$ cat src/design/assert_macros.svh
// Assertion macros shared by the rate limiter RTL.
// No dependencies; included by the top level.
`ifndef ASSERT_MACROS_SVH
`define ASSERT_MACROS_SVH

// same-cycle implication
`define ASSERT_IMPL(lbl, clk, rst, ante, cons) \
  lbl: assert property (@(posedge clk) disable iff (rst) (ante) |-> (cons)) \
    else $error("assertion failed");

// next-cycle implication
`define ASSERT_NEXT(lbl, clk, rst, ante, cons) \
  lbl: assert property (@(posedge clk) disable iff (rst) (ante) |=> (cons)) \
    else $error("assertion failed");

`endif

$ cat src/design/pmrl_pkg.sv
// Types and constants of the per-client rate limiter.
// No dependencies; used by pmrl_cell and per_mac_rate_limiter.
`timescale 1ns / 1ps
`default_nettype none

package pmrl_pkg;

  localparam int MacW = 48;
  localparam int TimeW = 32;
  localparam int HitW = 8;
  localparam int LimitW = 8;
  localparam int WindowW = 16;
  localparam int CfgIdxW = 2;
  localparam int CfgDataW = 16;

  localparam logic [HitW-1:0] HitMax = 8'hFF;

  localparam logic [CfgIdxW-1:0] RegRequestLimit = 2'd0;
  localparam logic [CfgIdxW-1:0] RegWindowSeconds = 2'd1;

  localparam logic [LimitW-1:0] LimitReset = 8'd5;
  localparam logic [WindowW-1:0] WindowReset = 16'd1;

  typedef enum logic [1:0] {
    VERDICT_KNOWN_OK = 2'd0,
    VERDICT_NEW_OK   = 2'd1,
    VERDICT_OVER     = 2'd2,
    VERDICT_FULL     = 2'd3
  } verdict_t;

  typedef enum logic [1:0] {
    ST_IDLE,
    ST_LAUNCH,
    ST_SCAN,
    ST_FINISH
  } state_t;

  typedef struct packed {
    logic [MacW-1:0]  mac;
    logic [TimeW-1:0] now;
  } req_t;

  typedef struct packed {
    logic     valid;
    logic     found;
    verdict_t verdict;
    req_t     req;
  } tok_t;

  typedef struct packed {
    logic [LimitW-1:0]  limit;
    logic [WindowW-1:0] window;
  } cfg_t;

endpackage

`default_nettype wire

$ cat src/design/pmrl_cell.sv
// One table entry of the rate limiter: address, window start and hit count.
// Passes the lookup token to its neighbor each cycle. Depends on pmrl_pkg.
`timescale 1ns / 1ps
`default_nettype none

module pmrl_cell (
  input  wire logic         clk,
  input  wire logic         rst,
  input  wire pmrl_pkg::cfg_t cfg,
  input  wire logic         en,
  input  wire logic         ins,
  input  wire pmrl_pkg::req_t ins_req,
  input  wire pmrl_pkg::tok_t tok_in,
  output pmrl_pkg::tok_t    tok_out
);

  logic [pmrl_pkg::MacW-1:0]  addr;
  logic [pmrl_pkg::TimeW-1:0] start;
  logic [pmrl_pkg::HitW-1:0]  hits;

  logic [pmrl_pkg::TimeW-1:0] elapsed;
  logic                       restart;
  logic [pmrl_pkg::HitW-1:0]  base;
  logic [pmrl_pkg::HitW-1:0]  hits_next;
  logic                       match;
  pmrl_pkg::tok_t             tok_next;

  always_comb begin
    elapsed = tok_in.req.now - start;
    restart = elapsed >= {{(pmrl_pkg::TimeW-pmrl_pkg::WindowW){1'b0}}, cfg.window};
    base = restart ? '0 : hits;
    hits_next = (base == pmrl_pkg::HitMax) ? base : base + 1'b1;
    match = tok_in.valid && !tok_in.found && en && (addr == tok_in.req.mac);
    tok_next = tok_in;
    if (match) begin
      tok_next.found = 1'b1;
      tok_next.verdict = (hits_next > cfg.limit) ? pmrl_pkg::VERDICT_OVER
                                                 : pmrl_pkg::VERDICT_KNOWN_OK;
    end
  end

  always_ff @(posedge clk) begin
    if (rst) begin
      tok_out.valid <= 1'b0;
    end else begin
      tok_out <= tok_next;
    end
  end

  always_ff @(posedge clk) begin
    if (ins) begin
      addr <= ins_req.mac;
      start <= ins_req.now;
      hits <= {{(pmrl_pkg::HitW-1){1'b0}}, 1'b1};
    end else if (match) begin
      hits <= hits_next;
      if (restart) begin
        start <= tok_in.req.now;
      end
    end
  end

endmodule

`default_nettype wire

$ cat config.mk
export PLATFORM = sky130hd
export DESIGN_NAME = pmrl_cell
export DESIGN_NICKNAME = d
export VERILOG_FILES = /design/src/design/assert_macros.svh /design/src/design/pmrl_pkg.sv /design/src/design/pmrl_cell.sv
export SDC_FILE = /design/constraint.sdc
export NUM_CORES = 1
export LEC_CHECK = 0
export ABC_CLOCK_PERIOD_IN_PS = 15700
export BUFFER_PORTS_ARGS = -buffer_cell sky130_fd_sc_hd__buf_4
export CAP_MARGIN = 5
export CORE_UTILIZATION = 55
export DETAILED_ROUTE_END_ITERATION = 10
export PLACE_DENSITY = 0.84
export SLEW_MARGIN = 30
export SYNTH_ARGS = -nofsm -noshare
export SYNTH_HDL_FRONTEND = slang
export SYNTH_SLANG_ARGS = --single-unit
$ cat constraint.sdc
create_clock -name clk -period 15.7 [get_ports clk]
set_input_delay 3.925 -clock clk [delete_from_list [all_inputs] [get_ports clk]]
set_output_delay 3.925 -clock clk [all_outputs]
set_load 0.01 [all_outputs]
==> flow_summary.toml <==
[sta]
drv_slew = 0
skew_ns = 0.00725
setup_viol = 0
worst_pin_slew_ns = 0.845
fin_tns_setup_ns = 0
hold_viol = 0
slew_headroom_pct = 43.7
period_minus_slack_ns = 10.81
holdWs_ns = 0.541
rsz0062_at_grt = "no"
max_freq_ghz = 0.0925
min_period_over_period_pct = 68.8

[die]
io_pins = 276
core-area_mm2 = 0.0165
die_w_um = 132
num_rows = 47
die_area_mm2 = 0.0174
initial_utilization_pct = 56.1
die_y_um = 132

[worst_setup_path]
r2r-start = "start[1]$_DFFE_PP_"
cp_slowest_cell = "a31oi_1"
cp_max_fo = 8
crit_type = "primary input to flip-flop"
reg2reg_slack_ns = 8.11
cp-end-kind = "flip-flop"
worst-path-buf-inv = 1
r2r-end = "tok_out[81]$_DFFE_PN_"
critPathLaunchType = "primary input"
crit_top_cell = "o21ai_0"
max_stage_delay_ns = 0.56
cp_top_family = "compound AO/OA/AOI/OAI gates"
r2r_cells = 33
crit_arrival_ns = 10.98
crit_required_ns = 15.88

[job]
maxCapViolations = 0

[routing]
dr_total_vias = 7334
avgRoutedWirePerCell_um = 19.1
ant_nets = 0
drtIter0Drc = 458
wl_met2_um = 12300
top_layer = "met4"
drc = 0
drtPass1Iterations = 6
routed_wl_um = 24500
dr_wl_met3_um = 1630
via_per_inst = 5.72
drt-met1-wl_um = 9850

[synthesis]
synth.distinct_cells = 68
yosysTopAreaCell = "edfxtp_1"
yosysWarnings = 0
yosys_register_bits = 172
synth_cells = 774
avgSynthCellArea_um2 = 12.0
synth_ff_type = "edfxtp_1"
synth_nets = 1023
ys_seq_area_share_pct = 54.7
synth_area_leaders = "edfxtp_1 53%, ha_1 7.6%, xnor2_1 4.2%"
synth_area_mm2 = 0.00927
postSynth.asyncResetShare_pct = 0
synth-edff-count = 163
synth_top_area_share_pct = 52.8

[clocking]
cts-root-buf = "clkbuf_16"
cts_num_sinks = 172
cts_setup_buffers = 0
h-tree-depth = 4
tritoncts.num_buffers = 17
clockBufferDepth = 2
cts_tree = "built"
cts_resized = 0
cts_hold_buf = 0
path_clk_slew_ns = 0.07
worst_skew_pair.late_latency_ns = 0.44

[layout]
fin_cells = 1283
area_delta_synth_final_pct = 31.3
drive_above_1_share_pct = 33.7
nNetsFinal = 1299
mostFrequentLayoutCells = "279 x buf_4, 163 x edfxtp_1, 63 x inv_1, 56 x ha_1"
antennaDiodeCount = 0
mostFrequentLayoutCell = "buf_4"
utilization_pct = 73.7

[power_and_ir_drop]
peakVddDrop_uv = 83.1
intPower_uw = 903
cellLeakagePower_nw = 5.18
power.share.clock_pct = 34.6
pwr-share-seq_pct = 43.6
switchingPower_uw = 367
p_per_area_mw_per_mm2 = 104
finalPower_mw = 1.27
combPwrFrac_pct = 21.8
switching_share_pct = 28.9

[min_path]
hold_start = "hits[4]$_SDFFE_PP0P_"
hold_depth = 2
min_to = "hits[4]$_SDFFE_PP0P_"
min_path_type = "flip-flop to flip-flop"

[placement]
dp_hpwl_um = 18700
port_buffers = 275
placed_cells = 1251
gp_congestion = 0.972

[global_route]
grt_util_all_layers_pct = 28.9
overflow = 0
grt_pass1_vias = 7344
antenna_found_initial = 0
grt_max_degree = 71
grt_first_pass_wirelength_um = 38500

[run_status]
status = "finished clean"
cell families (layout without fill, tap and decap cells):
family | count (synthesis) | in the layout | share of synthesized area, %
mux | 35 | 35 | 4.22
flops | 172 | 172 | 54.7
fa+ha+maj | 57 | 57 | 7.77
simple gates | 204 | 204 | 11.9
compound gates | 143 | 143 | 10.4
xor+xnor | 77 | 77 | 7.27
buf+inv | 86 | 375 | 3.60
routing by layer:
metal | vias up | GRT usage [%]
met5 | - | 0
met4 | 0 | 11.8
met3 | 54 | 5.38
met2 | 361 | 50.1
met1 | 3491 | 35.6
li1 | 3428 | -
synth_stat cells, types with 5 or more instances:
| master | n |
|---|---|
| o21ai_0 | 21 |
| or3_1 | 6 |
| and2_1 | 6 |
| nor2b_1 | 9 |
| and3_1 | 5 |
| nor4_1 | 9 |
| edfxtp_1 | 163 |
| nand3_1 | 13 |
| a21oi_1 | 40 |
| xor2_1 | 33 |
| mux2_2 | 31 |
| nand2b_1 | 12 |
| o211ai_1 | 10 |
| nand4_1 | 24 |
| o21bai_1 | 5 |
| nand2_1 | 44 |
| o21a_1 | 6 |
| nor3_1 | 7 |
| a21o_1 | 18 |
| nand3b_1 | 5 |
| nor2_1 | 40 |
| inv_1 | 64 |
| dfxtp_1 | 9 |
| clkbuf_1 | 16 |
| xnor2_1 | 44 |
| ha_1 | 56 |
area by class of cell:
cell class	instances	area (um2)
Inverter	64	241
Fill cell	1173	4350
Clock buffer	17	425
Multi-Input combinational cell	516	3870
Clock inverter	15	194
Sequential cell	172	5070
Tap cell	220	275
Timing Repair Buffer	279	2090
flip-flops by register name, summed over array words and instances, names as in the netlist:
signal / flops
hits: 8
addr: 48
tok_out: 84
start: 32
worst max path at each step:
stage                     slack [ns]  depth (start not counted)               endpoint       from
after floorplan                 5.41                         33  tok_out[81]$_DFFE_PN_  tok_in[1]
after global placement          4.68                         33  tok_out[81]$_DFFE_PN_  tok_in[1]
after detailed placement        4.56                         33  tok_out[81]$_DFFE_PN_  tok_in[1]
after CTS                       4.97                         33  tok_out[81]$_DFFE_PN_  tok_in[6]
after global routing            4.10                         33  tok_out[81]$_DFFE_PN_  tok_in[6]
final                           4.89                         33  tok_out[81]$_DFFE_PN_  tok_in[6]
per-stage QoR:
stage               worst slack, ns  instance area (um2)
floorplan                      5.41                 9270
global placement               4.68                11600
detailed placement             4.56                11600
CTS                            4.97                12200
global route                   4.10                12200
finish                         4.89                12200
worst min-delay path: cells and delay by family, from the launching register on:
kind / cells / cell delay (ns)
simple gates: 2 / 0.15
flops: 1 / 0.35
power groups by stage:
stage | Clock [mW] | Sequential [mW] | Combinational (mW)
floorplan | 0 | 0.572 | 0.150
global placement | 0 | 0.562 | 0.267
detailed placement | 0 | 0.564 | 0.271
CTS | 0.444 | 0.554 | 0.275
global route | 0.458 | 0.557 | 0.303
finish | 0.439 | 0.554 | 0.277
(Power assumes the default switching activity.)
